**src/hw/rtl/jsu_pkg.sv**
```systemverilog
// Shared types, constants and helpers of the JSON string unescaper.
package jsu_pkg;

   localparam int QUEUE_DEPTH = 4;
   localparam int JOB_SLOTS   = 3;

   localparam logic [2:0] STATUS_BYTE     = 3'd0;
   localparam logic [2:0] STATUS_DONE     = 3'd1;
   localparam logic [2:0] STATUS_NO_OPEN  = 3'd2;
   localparam logic [2:0] STATUS_UNTERM   = 3'd3;
   localparam logic [2:0] STATUS_BAD_ESC  = 3'd4;
   localparam logic [2:0] STATUS_BAD_HEX  = 3'd5;

   localparam logic [7:0] UTF8_LEAD2 = 8'hC0;
   localparam logic [7:0] UTF8_CONT  = 8'h80;
   localparam logic [7:0] UTF8_LEAD3 = 8'hE0;
   localparam logic [5:0] UTF8_MASK  = 6'h3F;
   localparam logic [15:0] UTF8_3BYTE_MIN = 16'h0800;

   typedef struct packed {
      logic [7:0] in_byte;
      logic       source_end;
   } req_type;

   typedef struct packed {
      logic [7:0] out_byte;
      logic [2:0] status;
      logic       last;
   } rsp_type;

   typedef struct packed {
      logic [JOB_SLOTS-1:0][7:0] data;
      logic [1:0]                count;
      logic [2:0]                status;
   } job_type;

   typedef struct packed {
      logic       is_digit;
      logic [3:0] value;
   } hex_type;

   function automatic hex_type hex_digit(input logic [7:0] c);
      hex_type h;
      h.is_digit = 1'b1;
      h.value    = 4'd0;
      if (c >= "0" && c <= "9") begin
         h.value = 4'(c - "0");
      end else if (c >= "a" && c <= "f") begin
         h.value = 4'(c - "a" + 8'd10);
      end else if (c >= "A" && c <= "F") begin
         h.value = 4'(c - "A" + 8'd10);
      end else begin
         h.is_digit = 1'b0;
      end
      return h;
   endfunction

endpackage

```
**src/hw/rtl/jsu_front.sv**
```systemverilog
// Front end: accepts text bytes, tracks string mode and builds result jobs.
module jsu_front (
   input  logic             clock,
   input  logic             reset,
   input  logic             req_valid,
   output logic             req_ready,
   input  jsu_pkg::req_type req_payload,
   input  logic             queue_full,
   output logic             push,
   output jsu_pkg::job_type push_job
);

   typedef enum logic [3:0] {
      MODE_IDLE = 4'b0001,
      MODE_STR  = 4'b0010,
      MODE_ESC  = 4'b0100,
      MODE_HEX  = 4'b1000
   } mode_type;

   mode_type    mode_ff, mode_in;
   logic [1:0]  hex_count_ff, hex_count_in;
   logic [15:0] code_value_ff, code_value_in;
   logic        hex_stopped_ff, hex_stopped_in;

   logic             accept;
   logic [7:0]       c;
   logic             src_end;
   jsu_pkg::hex_type hex;
   logic [15:0]      cp;

   assign req_ready = !queue_full;
   assign accept    = req_valid && req_ready;
   assign c         = req_payload.in_byte;
   assign src_end   = req_payload.source_end;
   assign hex       = jsu_pkg::hex_digit(c);

   always_comb begin
      mode_in        = mode_ff;
      hex_count_in   = hex_count_ff;
      code_value_in  = code_value_ff;
      hex_stopped_in = hex_stopped_ff;
      push           = 1'b0;
      push_job       = '0;
      push_job.count = 2'd1;
      cp             = code_value_ff;
      if (accept) begin
         unique case (mode_ff)
            MODE_IDLE: begin
               if (src_end) begin
                  push            = 1'b1;
                  push_job.status = jsu_pkg::STATUS_NO_OPEN;
               end else if (c == " " || c == 8'h09 || c == 8'h0A || c == 8'h0D) begin
                  push = 1'b0;
               end else if (c == "\"") begin
                  mode_in = MODE_STR;
               end else begin
                  push            = 1'b1;
                  push_job.status = jsu_pkg::STATUS_NO_OPEN;
               end
            end
            MODE_STR: begin
               if (src_end) begin
                  push            = 1'b1;
                  push_job.status = jsu_pkg::STATUS_UNTERM;
                  mode_in         = MODE_IDLE;
               end else if (c == "\"") begin
                  push            = 1'b1;
                  push_job.status = jsu_pkg::STATUS_DONE;
                  mode_in         = MODE_IDLE;
               end else if (c == "\\") begin
                  mode_in = MODE_ESC;
               end else begin
                  push             = 1'b1;
                  push_job.data[0] = c;
               end
            end
            MODE_ESC: begin
               if (src_end) begin
                  push            = 1'b1;
                  push_job.status = jsu_pkg::STATUS_BAD_ESC;
                  mode_in         = MODE_IDLE;
               end else if (c == "u") begin
                  mode_in        = MODE_HEX;
                  hex_count_in   = 2'd0;
                  code_value_in  = '0;
                  hex_stopped_in = 1'b0;
               end else begin
                  push    = 1'b1;
                  mode_in = MODE_STR;
                  unique case (c)
                     "n":     push_job.data[0] = 8'h0A;
                     "r":     push_job.data[0] = 8'h0D;
                     "t":     push_job.data[0] = 8'h09;
                     "b":     push_job.data[0] = 8'h08;
                     "f":     push_job.data[0] = 8'h0C;
                     default: push_job.data[0] = c;
                  endcase
               end
            end
            MODE_HEX: begin
               if (src_end) begin
                  push            = 1'b1;
                  push_job.status = jsu_pkg::STATUS_BAD_HEX;
                  mode_in         = MODE_IDLE;
                  hex_count_in    = 2'd0;
                  code_value_in   = '0;
                  hex_stopped_in  = 1'b0;
               end else begin
                  if (!hex_stopped_ff) begin
                     if (hex.is_digit) begin
                        cp = {code_value_ff[11:0], hex.value};
                     end else begin
                        hex_stopped_in = 1'b1;
                     end
                  end
                  code_value_in = cp;
                  hex_count_in  = hex_count_ff + 2'd1;
                  if (hex_count_ff == 2'd3) begin
                     push           = 1'b1;
                     mode_in        = MODE_STR;
                     hex_count_in   = 2'd0;
                     code_value_in  = '0;
                     hex_stopped_in = 1'b0;
                     if (cp[15:7] == '0) begin
                        push_job.data[0] = cp[7:0];
                     end else if (cp < jsu_pkg::UTF8_3BYTE_MIN) begin
                        push_job.count   = 2'd2;
                        push_job.data[0] = jsu_pkg::UTF8_LEAD2 | {3'b000, cp[10:6]};
                        push_job.data[1] = jsu_pkg::UTF8_CONT
                                           | {2'b00, cp[5:0] & jsu_pkg::UTF8_MASK};
                     end else begin
                        push_job.count   = 2'd3;
                        push_job.data[0] = jsu_pkg::UTF8_LEAD3 | {4'b0000, cp[15:12]};
                        push_job.data[1] = jsu_pkg::UTF8_CONT
                                           | {2'b00, cp[11:6] & jsu_pkg::UTF8_MASK};
                        push_job.data[2] = jsu_pkg::UTF8_CONT
                                           | {2'b00, cp[5:0] & jsu_pkg::UTF8_MASK};
                     end
                  end
               end
            end
            default: begin
               mode_in = MODE_IDLE;
            end
         endcase
      end
   end

   always_ff @(posedge clock) begin
      if (reset) begin
         mode_ff        <= MODE_IDLE;
         hex_count_ff   <= '0;
         code_value_ff  <= '0;
         hex_stopped_ff <= 1'b0;
      end else begin
         mode_ff        <= mode_in;
         hex_count_ff   <= hex_count_in;
         code_value_ff  <= code_value_in;
         hex_stopped_ff <= hex_stopped_in;
      end
   end

endmodule

```
**src/hw/rtl/jsu_queue.sv**
```systemverilog
// Job queue between the front end and the result serialiser.
module jsu_queue #(
   parameter int QUEUE_DEPTH = jsu_pkg::QUEUE_DEPTH
) (
   input  logic             clock,
   input  logic             reset,
   input  logic             push,
   input  jsu_pkg::job_type push_job,
   output logic             full,
   input  logic             pop,
   output logic             empty,
   output jsu_pkg::job_type head
);

   localparam int PTR_W = (QUEUE_DEPTH > 1) ? $clog2(QUEUE_DEPTH) : 1;
   localparam int CNT_W = $clog2(QUEUE_DEPTH + 1);
   localparam logic [PTR_W-1:0] PTR_LAST = PTR_W'(QUEUE_DEPTH - 1);
   localparam logic [CNT_W-1:0] CNT_FULL = CNT_W'(QUEUE_DEPTH);

   jsu_pkg::job_type store_ff [QUEUE_DEPTH];
   logic [PTR_W-1:0] wr_ptr_ff, wr_ptr_in;
   logic [PTR_W-1:0] rd_ptr_ff, rd_ptr_in;
   logic [CNT_W-1:0] count_ff, count_in;
   logic             do_push, do_pop;

   assign full    = (count_ff == CNT_FULL);
   assign empty   = (count_ff == '0);
   assign head    = store_ff[rd_ptr_ff];
   assign do_push = push && !full;
   assign do_pop  = pop && !empty;

   always_comb begin
      wr_ptr_in = wr_ptr_ff;
      rd_ptr_in = rd_ptr_ff;
      count_in  = count_ff;
      if (do_push) begin
         wr_ptr_in = (wr_ptr_ff == PTR_LAST) ? '0 : wr_ptr_ff + 1'b1;
      end
      if (do_pop) begin
         rd_ptr_in = (rd_ptr_ff == PTR_LAST) ? '0 : rd_ptr_ff + 1'b1;
      end
      if (do_push && !do_pop) begin
         count_in = count_ff + 1'b1;
      end else if (do_pop && !do_push) begin
         count_in = count_ff - 1'b1;
      end
   end

   always_ff @(posedge clock) begin
      if (do_push) begin
         store_ff[wr_ptr_ff] <= push_job;
      end
   end

   always_ff @(posedge clock) begin
      if (reset) begin
         wr_ptr_ff <= '0;
         rd_ptr_ff <= '0;
         count_ff  <= '0;
      end else begin
         wr_ptr_ff <= wr_ptr_in;
         rd_ptr_ff <= rd_ptr_in;
         count_ff  <= count_in;
      end
   end

endmodule

```
**src/hw/rtl/jsu_back.sv**
```systemverilog
// Back end: splits queued jobs into result bytes behind an output register.
module jsu_back (
   input  logic             clock,
   input  logic             reset,
   input  logic             empty,
   input  jsu_pkg::job_type head,
   output logic             pop,
   output logic             rsp_valid,
   input  logic             rsp_ready,
   output jsu_pkg::rsp_type rsp_payload
);

   logic             rsp_valid_ff, rsp_valid_in;
   jsu_pkg::rsp_type rsp_payload_ff, rsp_payload_in;
   logic [1:0]       idx_ff, idx_in;
   logic             load, is_last;

   assign load    = (!rsp_valid_ff || rsp_ready) && !empty;
   assign is_last = (idx_ff == head.count - 2'd1);
   assign pop     = load && is_last;

   always_comb begin
      rsp_valid_in   = rsp_valid_ff && !rsp_ready;
      rsp_payload_in = rsp_payload_ff;
      idx_in         = idx_ff;
      if (load) begin
         rsp_valid_in            = 1'b1;
         rsp_payload_in.out_byte = head.data[idx_ff];
         rsp_payload_in.status   = head.status;
         rsp_payload_in.last     = is_last;
         idx_in                  = is_last ? 2'd0 : idx_ff + 2'd1;
      end
   end

   always_ff @(posedge clock) begin
      rsp_payload_ff <= rsp_payload_in;
      if (reset) begin
         rsp_valid_ff <= 1'b0;
         idx_ff       <= '0;
      end else begin
         rsp_valid_ff <= rsp_valid_in;
         idx_ff       <= idx_in;
      end
   end

   assign rsp_valid   = rsp_valid_ff;
   assign rsp_payload = rsp_payload_ff;

endmodule

```
**src/hw/rtl/json_string_unescaper_utf8_core.sv**
```systemverilog
// Top level of the JSON string unescaper with UTF-8 output.
//
//   channel | direction | handshake              | payload
//   --------+-----------+------------------------+----------------------------------
//   req     | in        | req_valid / req_ready  | req_payload (in_byte, source_end)
//   rsp     | out       | rsp_valid / rsp_ready  | rsp_payload (out_byte, status, last)
//
// One request is taken per cycle while the job queue has room (QUEUE_DEPTH jobs).
// The back end sends one result per cycle unless rsp_ready stalls it; a \u escape
// giving 2 or 3 UTF-8 bytes occupies it for one result per byte. A result passes
// the job queue and the output register. Reset clears the string mode, the queue
// and rsp_valid. A stalled rsp side fills the queue, after which req_ready drops.
module json_string_unescaper_utf8_core #(
   parameter int QUEUE_DEPTH = jsu_pkg::QUEUE_DEPTH
) (
   input  logic             clock,
   input  logic             reset,
   input  logic             req_valid,
   output logic             req_ready,
   input  jsu_pkg::req_type req_payload,
   output logic             rsp_valid,
   input  logic             rsp_ready,
   output jsu_pkg::rsp_type rsp_payload
);

   logic             queue_full, queue_empty, push, pop;
   jsu_pkg::job_type push_job, head;

   jsu_front u_front (
      .clock       (clock),
      .reset       (reset),
      .req_valid   (req_valid),
      .req_ready   (req_ready),
      .req_payload (req_payload),
      .queue_full  (queue_full),
      .push        (push),
      .push_job    (push_job)
   );

   jsu_queue #(
      .QUEUE_DEPTH (QUEUE_DEPTH)
   ) u_queue (
      .clock    (clock),
      .reset    (reset),
      .push     (push),
      .push_job (push_job),
      .full     (queue_full),
      .pop      (pop),
      .empty    (queue_empty),
      .head     (head)
   );

   jsu_back u_back (
      .clock       (clock),
      .reset       (reset),
      .empty       (queue_empty),
      .head        (head),
      .pop         (pop),
      .rsp_valid   (rsp_valid),
      .rsp_ready   (rsp_ready),
      .rsp_payload (rsp_payload)
   );

endmodule

```
**config.mk**
```make
export PLATFORM = sky130hd
export DESIGN_NAME = json_string_unescaper_utf8_core
export DESIGN_NICKNAME = d
export VERILOG_FILES = /design/src/hw/rtl/jsu_pkg.sv /design/src/hw/rtl/jsu_front.sv /design/src/hw/rtl/jsu_queue.sv /design/src/hw/rtl/jsu_back.sv /design/src/hw/rtl/json_string_unescaper_utf8_core.sv
export SDC_FILE = /design/constraint.sdc
export NUM_CORES = 1
export LEC_CHECK = 0
export BUFFER_PORTS_ARGS = -buffer_cell sky130_fd_sc_hd__buf_4
export CAP_MARGIN = 20
export CORE_MARGIN = 2
export CORE_UTILIZATION = 30
export CTS_CLUSTER_SIZE = 10
export DETAILED_ROUTE_END_ITERATION = 8
export HOLD_SLACK_MARGIN = 0.1
export PLACE_DENSITY_LB_ADDON = 0.25
export SLEW_MARGIN = 15
export SYNTH_ARGS = -nofsm -noshare
export SYNTH_HDL_FRONTEND = slang
export SYNTH_HIERARCHICAL = 1
export SYNTH_SLANG_ARGS = --single-unit
```
**constraint.sdc**
```tcl
create_clock -name clock -period 4.6 [get_ports clock]
set_clock_uncertainty 0.1 [all_clocks]
set_input_delay 0.46 -clock clock [delete_from_list [all_inputs] [get_ports clock]]
set_output_delay 0.46 -clock clock [all_outputs]
set_load 0.01 [all_outputs]
```
==> flow_metrics.tcl, run 1 <==
set metrics [dict create \
    status "complete, no violations" \
    synthDominantCellAreaShare_pct 49.3 \
    r2r_cells 13 \
    synthFlopType "edfxtp_1" \
    crit_top_cell "inv_1" \
    crit_arrival_ps 4050 \
    clk_latency_ps 410 \
    drcViolationCount 0 \
    fin_tns_setup_ps 0 \
    first_pass_iters 6 \
    slew_headroom_pct 41.1 \
    synth_area_um2 7800 \
    maxCapViolCount 0 \
    ys_warn_count 6 \
    ff2ff_setup_slack_ps 790 \
    cts_tree "done" \
    setup.worst_path.start "u_queue/count_ff[0]$_SDFFE_PP0P_" \
    synth_edf_count 128 \
    setup_viol_count_final 0 \
    max_stage_delay_ps 450 \
    die_area_um2 27300 \
    p_leak_nw 2.95 \
    synthArstFlopShare_pct 0 \
    cts_setup_buffers 0 \
    clock-sinks 163 \
    cp-endpoint "u_queue/count_ff[2]$_SDFFE_PP0P_" \
    vias 5010 \
    synth_seq_area_share_pct 58.3 \
    core_area_um2 25800 \
    drive_above_1_share_pct 19.5 \
    root_buffer "clkbuf_16" \
    gp_congestion 0.859 \
    numCtsBuffers 17 \
    synthDistinctLibCells 84 \
    synth_common_cells "128 x edfxtp_1, 38 x nor2_1, 35 x dfxtp_1, 33 x nand2_1, 30 x o21ai_0" \
    path_cells "or3b_1 -> clkinv_4 -> nor2b_1 -> nand2_1 -> a31oi_1 -> inv_1 -> nor2_2 -> ha_1 -> inv_1 -> fa_1 -> xor2_1 -> or3_2 -> a21oi_1" \
    synth_top_cell_by_area "edfxtp_1" \
    crit_path_end_kind "flip-flop" \
    r2r-end "u_queue/count_ff[2]$_SDFFE_PP0P_" \
    grt_remaining_overflow 0 \
    cp-start-kind "flip-flop" \
    die_width_um 165 \
    holdBufCountCts 0 \
    max_freq_mhz 263 \
    powerDensity_nw_per_um2 509 \
    die_h_um 165 \
    hold_viol 0 \
    slew_viol_final 0 \
    avgSynthCellArea_um2 13.3 \
    hpwl_um 11400 \
    diodes 0 \
    cts_buffer_depth 2 \
    regToRegStartpoint "u_queue/count_ff[0]$_SDFFE_PP0P_" \
    timing.final.crit_share_pct 82.8 \
    drt_iter0_drc 418 \
    cpMaxStageDelayCell "dfxtp_1" \
    grt_pass1_wl_um 27000 \
    grt_pass1_vias 4849 \
    synth.area.top_cells "edfxtp_1 49%, dfxtp_1 9.0%, mux4_2 8.4%" \
    path_clk_slew_ps 60 \
    yosys_register_bits 163 \
    vias_per_cell 5.27 \
    start_util_pct 30.3 \
    antenna_left 0 \
    synth.most_common_cell "edfxtp_1" \
    vdd_drop_max_mv 0.263 \
    path_class "flip-flop to flip-flop" \
    period_needed_ps 3810 \
    synthCells 588 \
    required_ps 4840 \
    wire_per_inst_um 18.1 \
    areaGrowthSynthToFinish_pct 13.8 \
    routed_wl_um 17200 \
    htree_levels 4 \
    cts-resized-gates 0 \
    num-nets-final 628 \
    worst_pin_slew_ps 883 \
    crit_fanout 7 \
    grt_max_degree 36 \
    rows 59 \
    grt_util_all_layers_pct 13.1 \
    whs_ps 283 \
    antenna_found_initial 0 \
    hold_path_class "input port to flip-flop" \
    grt_setup_unrepaired "false" \
    portBuffers 26 \
    io-pin-count 27 \
]
-- layout make-up --
class                   count  area (um^2)
clock buffers              18          429
clock inverters            14          209
fillers                  2462        16900
inverters                  18         72.6
multi-input cells         369         2950
flip-flops and latches    163         4550
well taps                 335          419
repair buffers             33          248
-- power by group --
group          total [mW]  internal (mW)  switching (mW)
sequential           1.95           1.87          0.0774
clock                1.52          0.962           0.557
combinational        1.05          0.456           0.593
-- state kept, by name, summed over array words and instances, names as in the netlist, named ones only --
name / count
u_queue/rd_ptr_ff: 2
u_back/rsp_payload: 12
u_back/idx_ff: 2
u_front/mode_ff: 4
u_queue/count_ff: 3
u_front/hex_stopped_ff: 1
u_front/hex_count_ff: 2
u_queue/wr_ptr_ff: 2
u_front/code_value_ff: 16
u_queue/store_ff: 116
u_back/rsp_valid: 1
-- logic make-up (layout without fill, tap and decap cells) --
kind of cell,Yosys count,count (layout),synth area share (%)
AO/OA/AOI/OAI,128,128,11.3
multiplexers,50,50,11.2
other,1,2,0.0481
buffers and inverters,57,83,3.90
AND/OR/NAND/NOR,171,171,12.6
flip-flops,163,163,58.3
XOR/XNOR,5,5,0.562
adder cells (fa/ha/maj),13,13,2.18
-- worst max-delay path: cells and delay by family (launching register included) --
| kind | cells | cell delay, ps |
|---|---|---|
| and+or+nand+nor | 5 | 1480 |
| adders and majority gates | 2 | 640 |
| AOI/OAI and AO/OA | 2 | 580 |
| DFF | 1 | 450 |
| buffers and inverters | 3 | 310 |
| xor gates and xnor gates | 1 | 190 |
-- worst min-delay path by stage --
stage                                                     from                                    to  slack [ps]  depth (start not counted)
after floorplan           u_front/hex_count_ff[1]$_SDFFE_PP0P_  u_front/hex_count_ff[1]$_SDFFE_PP0P_         340                          2
after global placement    u_front/hex_count_ff[1]$_SDFFE_PP0P_  u_front/hex_count_ff[1]$_SDFFE_PP0P_         350                          2
after detailed placement  u_front/hex_count_ff[1]$_SDFFE_PP0P_  u_front/hex_count_ff[1]$_SDFFE_PP0P_         350                          2
after CTS                                            rsp_ready           u_back/rsp_valid$_SDFF_PP0_         260                          4
after global routing                                 rsp_ready           u_back/rsp_valid$_SDFF_PP0_         290                          4
final                                                rsp_ready           u_back/rsp_valid$_SDFF_PP0_         280                          4
-- layout by cell type, fill, tap and decap left out, drive strengths merged, types with 12 or more instances in the layout --
| cell type | n |
|---|---|
| dfxtp | 35 |
| o21ai | 31 |
| mux2i | 17 |
| a22oi | 16 |
| edfxtp | 128 |
| nand3 | 12 |
| ha | 12 |
| a21oi | 27 |
| nor3 | 14 |
| nor2 | 41 |
| buf | 33 |
| nand2 | 33 |
| inv | 19 |
| clkbuf | 18 |
| mux4 | 29 |
-- stage by stage --
| step | power [mW] | setup WS [ps] | util (%) | instances | cell area [um^2] |
|---|---|---|---|---|---|
| after CTS | 4.59 | 787 | 34.5 | 950 | 8880 |
| after global placement | 3.02 | 708 | 32.0 | 918 | 8240 |
| final | 4.52 | 793 | 34.5 | 950 | 8880 |
| after detailed placement | 3.06 | 580 | 32.0 | 918 | 8240 |
| after global routing | 4.75 | 499 | 34.5 | 950 | 8880 |
| after floorplan | 2.71 | 1140 | - | 589 | 7800 |
-- layer usage --
metal / part of all wire, % / global-route usage [%]
met1: 45 / 17.6
met4: 1.4 / 4.55
met3: 5.4 / 2.70
met2: 48 / 21.1
met5: 0 / 0
Power figures use the tool's default switching activity.
==> run 2: changes to the inputs <==
==> constraint.sdc (replaced) <==
create_clock -name clock -period 3.5 [get_ports clock]
set_clock_uncertainty 0.1 [all_clocks]
set_input_delay 0.35 -clock clock [delete_from_list [all_inputs] [get_ports clock]]
set_output_delay 0.35 -clock clock [all_outputs]
set_load 0.01 [all_outputs]
==> run 2 against run 1 <==
Effect of this change:
- flip-flop and latch count stayed put
- cell count is 2.6% higher
- setup slack worse by 560 ps
- register-to-register slack worse by 560 ps
- non-clock buffer count is 25 higher
- combinational power is 38% higher
- final area is 1.2% higher
- critical path depth is 2 lower
- global-route usage is 0.39 points higher
- clock power is 7% higher
==> flow_metrics.tcl, run 2 (synthesis gave the netlist of run 1 again) <==
set metrics [dict create \
    grt_setup_unrepaired "false" \
    max_stage_delay_ps 560 \
    whs_ps 148 \
    hold_viol 0 \
    wire_per_inst_um 17.9 \
    cts_buffer_depth 2 \
    max_flop_register "u_queue/store_ff" \
    numCtsBuffers 17 \
    swShare_pct 28.5 \
    io-pin-count 27 \
    first_pass_iters 5 \
    diodes 0 \
    slew_headroom_pct 43.2 \
    cp-start-kind "flip-flop" \
    gp_congestion 0.845 \
    root_buffer "clkbuf_16" \
    crit_arrival_ps 3530 \
    routed_wl_um 17500 \
    multi_input_area_um2 2960 \
    path_buf_inv 1 \
    vdd_drop_max_mv 0.332 \
    cpMaxStageDelayCell "mux4_2" \
    path_cells "mux4_2 -> xnor2_1 -> or3b_1 -> a21oi_2 -> o31ai_2 -> ha_1 -> inv_1 -> fa_1 -> xor2_1 -> or3_2 -> a21oi_1" \
    power_frac_clock_pct 29.0 \
    core_area_um2 25800 \
    vias 5085 \
    path_clk_slew_ps 60 \
    grt_remaining_overflow 0 \
    clock-sinks 163 \
    start_util_pct 30.3 \
    grt_pass1_vias 5056 \
    crit_path_end_kind "flip-flop" \
    clk_latency_ps 430 \
    status "complete, no violations" \
    die_width_um 165 \
    setup_viol_count_final 0 \
    powerDensity_nw_per_um2 628 \
    p_int_mw 4.03 \
    areaGrowthSynthToFinish_pct 15.1 \
    fillers 2483 \
    register_area_um2 4550 \
    period_needed_ps 3270 \
    die_h_um 165 \
    grt_util_all_layers_pct 13.5 \
    cts_tree "done" \
    path_delay_family "adder cells" \
    path_class "flip-flop to flip-flop" \
    die_area_um2 27300 \
    final_common_cell "edfxtp_1" \
    grt_pass1_wl_um 27900 \
    drcViolationCount 0 \
    max_freq_mhz 306 \
    p_leak_nw 3.02 \
    antenna_found_initial 0 \
    required_ps 3760 \
    drt_iter0_drc 382 \
    seqPwrFrac_pct 45.4 \
    hold_path_class "input port to flip-flop" \
    num-nets-final 653 \
    timing.final.crit_share_pct 93.4 \
    vias_per_cell 5.22 \
    crit_fanout 4 \
    slew_viol_final 0 \
    power_frac_comb_pct 25.6 \
    rows 59 \
    drive_above_1_share_pct 22.8 \
    maxCapViolCount 0 \
    antenna_left 0 \
    final_util_pct 34.9 \
    hpwl_um 11600 \
    portBuffers 26 \
    grt_max_degree 36 \
    htree_levels 4 \
    final_cell_mix "128 x edfxtp_1, 56 x buf_4, 38 x nor2_1" \
    p_sw_mw 1.61 \
    worst_pin_slew_ps 853 \
    largest_reg_flops 116 \
]
-- run 2: area by class of cell --
cell class                      count  area share, %
Multi-Input combinational cell    369           33.0
Tap cell                          335           4.67
Clock buffer                       22           5.06
Inverter                           18          0.808
Clock inverter                     10          0.697
Sequential cell                   163           50.6
Timing Repair Buffer               58           5.13
-- run 2: layer usage --
layer | up-vias | routed length [um] | track usage [%]
met4 | 0 | 233 | 4.58
met2 | 145 | 8240 | 21.7
li1 | 2359 | - | -
met5 | - | 0 | 0
met1 | 2562 | 8080 | 18.3
met3 | 19 | 903 | 2.70
-- run 2: worst min-delay path: stages --
cell     delay, ps
buf_4           90
nor2b_4         40
nor2b_1        100
nor2_1          40
-- run 2: metrics by stage --
step / std cells / setup WS, ps / TNS [ps] / cell area, um^2 / total power, mW
final: 975 / 232 / 0 / 8980 / 5.64
after global routing: 975 / 13.9 / 0 / 8980 / 5.93
after CTS: 975 / 167 / 0 / 8970 / 5.71
after detailed placement: 943 / -7.67 / -7.67 / 8450 / 4.07
after global placement: 943 / 32.5 / 0 / 8450 / 4.02
after floorplan: 589 / 147 / 0 / 7800 / 3.56
-- run 2: path summary, 6_finish.rpt --
path / start / end / slack (ps) / cells past startpoint
setup / recovery: flip-flop / u_queue/count_ff[2]$_SDFFE_PP0P_ / 230 / 11
hold / removal: rsp_ready / u_back/rsp_valid$_SDFF_PP0_ / 150 / 4
setup reg to reg: flip-flop / u_queue/count_ff[2]$_SDFFE_PP0P_ / 230 / 11
hold reg to reg: u_front/hex_count_ff[1]$_SDFFE_PP0P_ / u_front/hex_count_ff[1]$_SDFFE_PP0P_ / 360 / 2
-- run 2: timing repair --
action / CTS / global route
hold buffers: 0 / 0
gates resized for setup: 0 / 3
setup buffers: 0 / 0
endpoints found under the setup margin: 0 / 1
-- run 2: power by group through the flow --
| stage | logic (mW) | registers [mW] | clock network, mW |
|---|---|---|---|
| 2_1_floorplan | 0.942 | 2.62 | 0 |
| 3_3_place_gp | 1.44 | 2.59 | 0 |
| 3_5_place_dp | 1.47 | 2.60 | 0 |
| 4_1_cts | 1.47 | 2.56 | 1.67 |
| 5_1_grt | 1.59 | 2.59 | 1.75 |
| 6_report | 1.45 | 2.56 | 1.63 |
==> run 3: changes to the inputs <==
--- a/config.mk
+++ b/config.mk
@@ -13,6 +13,7 @@
 export DETAILED_ROUTE_END_ITERATION = 8
 export HOLD_SLACK_MARGIN = 0.1
 export PLACE_DENSITY_LB_ADDON = 0.25
+export RECOVER_POWER = 50
 export SLEW_MARGIN = 15
 export SYNTH_ARGS = -nofsm -noshare
 export SYNTH_HDL_FRONTEND = slang
==> run 3 against run 2 <==
Effect of this change:
- setup slack improved by 1.6 ps
- flip-flop and latch count did not move
- non-clock buffer count did not move
- via count barely moved
- sequential power barely moved
- final area fell by 1.4%
- critical path type unchanged
- highest routed layer unchanged
==> flow_metrics.tcl, run 3 (synthesis gave the netlist of run 1 again) <==
set metrics [dict create \
    vias_per_cell 5.21 \
    drt_iter0_drc 381 \
    die_h_um 165 \
    crit_fanout 4 \
    path_cells "mux4_2 -> xnor2_1 -> or3b_1 -> a21oi_2 -> o31ai_2 -> ha_1 -> inv_1 -> fa_1 -> xor2_1 -> or3_2 -> a21oi_1" \
    drcViolationCount 0 \
    grt_remaining_overflow 0 \
    numCtsBuffers 17 \
    setup_viol_count_final 0 \
    antenna_found_initial 0 \
    fin_tns_setup_ps 0 \
    cp-start-kind "flip-flop" \
    core_area_um2 25800 \
    portBuffers 26 \
    p_leak_nw 2.93 \
    crit_arrival_ps 3520 \
    crit_path_end_kind "flip-flop" \
    antenna_left 0 \
    grt_pass1_wl_um 27900 \
    hold_viol 0 \
    rows 59 \
    clk_latency_ps 430 \
    timing.final.crit_share_pct 93.3 \
    finish.instance_area_um2 8860 \
    clock-sinks 163 \
    final_common_cell "edfxtp_1" \
    start_util_pct 30.3 \
    finalNonFillerCells 975 \
    holdBufCountCts 0 \
    max_freq_mhz 306 \
    wire_per_inst_um 18.0 \
    largest_reg_flops 116 \
    path_class "flip-flop to flip-flop" \
    cts_tree "done" \
    areaGrowthSynthToFinish_pct 13.6 \
    htree_levels 4 \
    multi_input_area_um2 2950 \
    max_flop_register "u_queue/store_ff" \
    final_cell_mix "128 x edfxtp_1, 39 x nor2_1, 34 x buf_4" \
    grt_setup_unrepaired "false" \
    dpl-instance-area_um2 8450 \
    grt_max_degree 36 \
    max_stage_delay_ps 550 \
    slew_headroom_pct 36.4 \
    first_pass_iters 5 \
    status "complete, no violations" \
    routed_wl_um 17500 \
    slew_viol_final 0 \
    finalPower_mw 5.55 \
    maxCapViolCount 0 \
    required_ps 3750 \
    cts_setup_buffers 0 \
    dpl.cell_count 943 \
    drive_above_1_share_pct 19.1 \
    io-pin-count 27 \
    cts_buffer_depth 2 \
    powerDensity_nw_per_um2 626 \
    vdd_drop_max_mv 0.329 \
    grt_pass1_vias 5056 \
    path_clk_slew_ps 60 \
    period_needed_ps 3270 \
    grt_util_all_layers_pct 13.5 \
    num-nets-final 653 \
    fillers 2498 \
    setup_ws_ps 233 \
    die_width_um 165 \
    gp_congestion 0.845 \
    diodes 0 \
    cpMaxStageDelayCell "mux4_2" \
    root_buffer "clkbuf_16" \
    hpwl_um 11600 \
    register_area_um2 4550 \
    vias 5081 \
    die_area_um2 27300 \
    worst_pin_slew_ps 955 \
    hold_path_class "input port to flip-flop" \
    pre_cts_slack_ps -7.67 \
]
[run 3: where the power goes]
part           switching, mW  internal (mW)  total, mW
clock network          0.714          0.918       1.63
logic                  0.798          0.561       1.36
registers             0.0977           2.46       2.56
[run 3: worst paths after layout]
| path | from | endpoint | slack (ps) | cells past startpoint |
|---|---|---|---|---|
| worst min register to register | u_front/hex_count_ff[1]$_SDFFE_PP0P_ | u_front/hex_count_ff[1]$_SDFFE_PP0P_ | 360 | 2 |
| worst max register to register | flip-flop | u_queue/count_ff[2]$_SDFFE_PP0P_ | 230 | 11 |
| worst max-delay path | flip-flop | u_queue/count_ff[2]$_SDFFE_PP0P_ | 230 | 11 |
| worst min-delay path | rsp_ready | u_back/rsp_valid$_SDFF_PP0_ | 150 | 4 |
[run 3: stage by stage]
| stage | utilization [%] | hold WS [ps] |
|---|---|---|
| final | 34.4 | 150 |
| after detailed placement | 32.8 | 354 |
| after global placement | 32.8 | 347 |
| after floorplan | - | 312 |
| after global routing | 34.4 | 148 |
| after CTS | 34.8 | 132 |
[run 3: routing by layer]
metal  share of wire [%]  track usage (%)  vias up
met5                   0                0        -
met4                 1.3             4.58        0
met3                 4.7             2.70       17
met2                  47             21.7      136
met1                  47             18.3     2568
li1                    -                -     2360
[run 3: worst max-delay path: cells and delay by family, from the launching register on]
kind            cells  cell delay [ps]
flops               1              380
simple gates        2              590
fa+ha+maj           2              700
compound gates      3              360
mux                 1              550
xor+xnor            2              440
buf+inv             1               70
[run 3: area by class of cell]
type / count / area share (%)
Sequential cell: 163 / 51.3
Multi-Input combinational cell: 369 / 33.3
Timing Repair Buffer: 58 / 3.94
Tap cell: 335 / 4.73
Inverter: 18 / 0.819
Clock inverter: 10 / 0.706
Clock buffer: 22 / 5.13
[run 3: repair_timing]
| action | 4_1_cts | 5_1_grt |
|---|---|---|
| endpoints found under the setup margin | 0 | 1 |
| hold endpoints to repair | 0 | 0 |
| gates resized for setup | 0 | 3 |
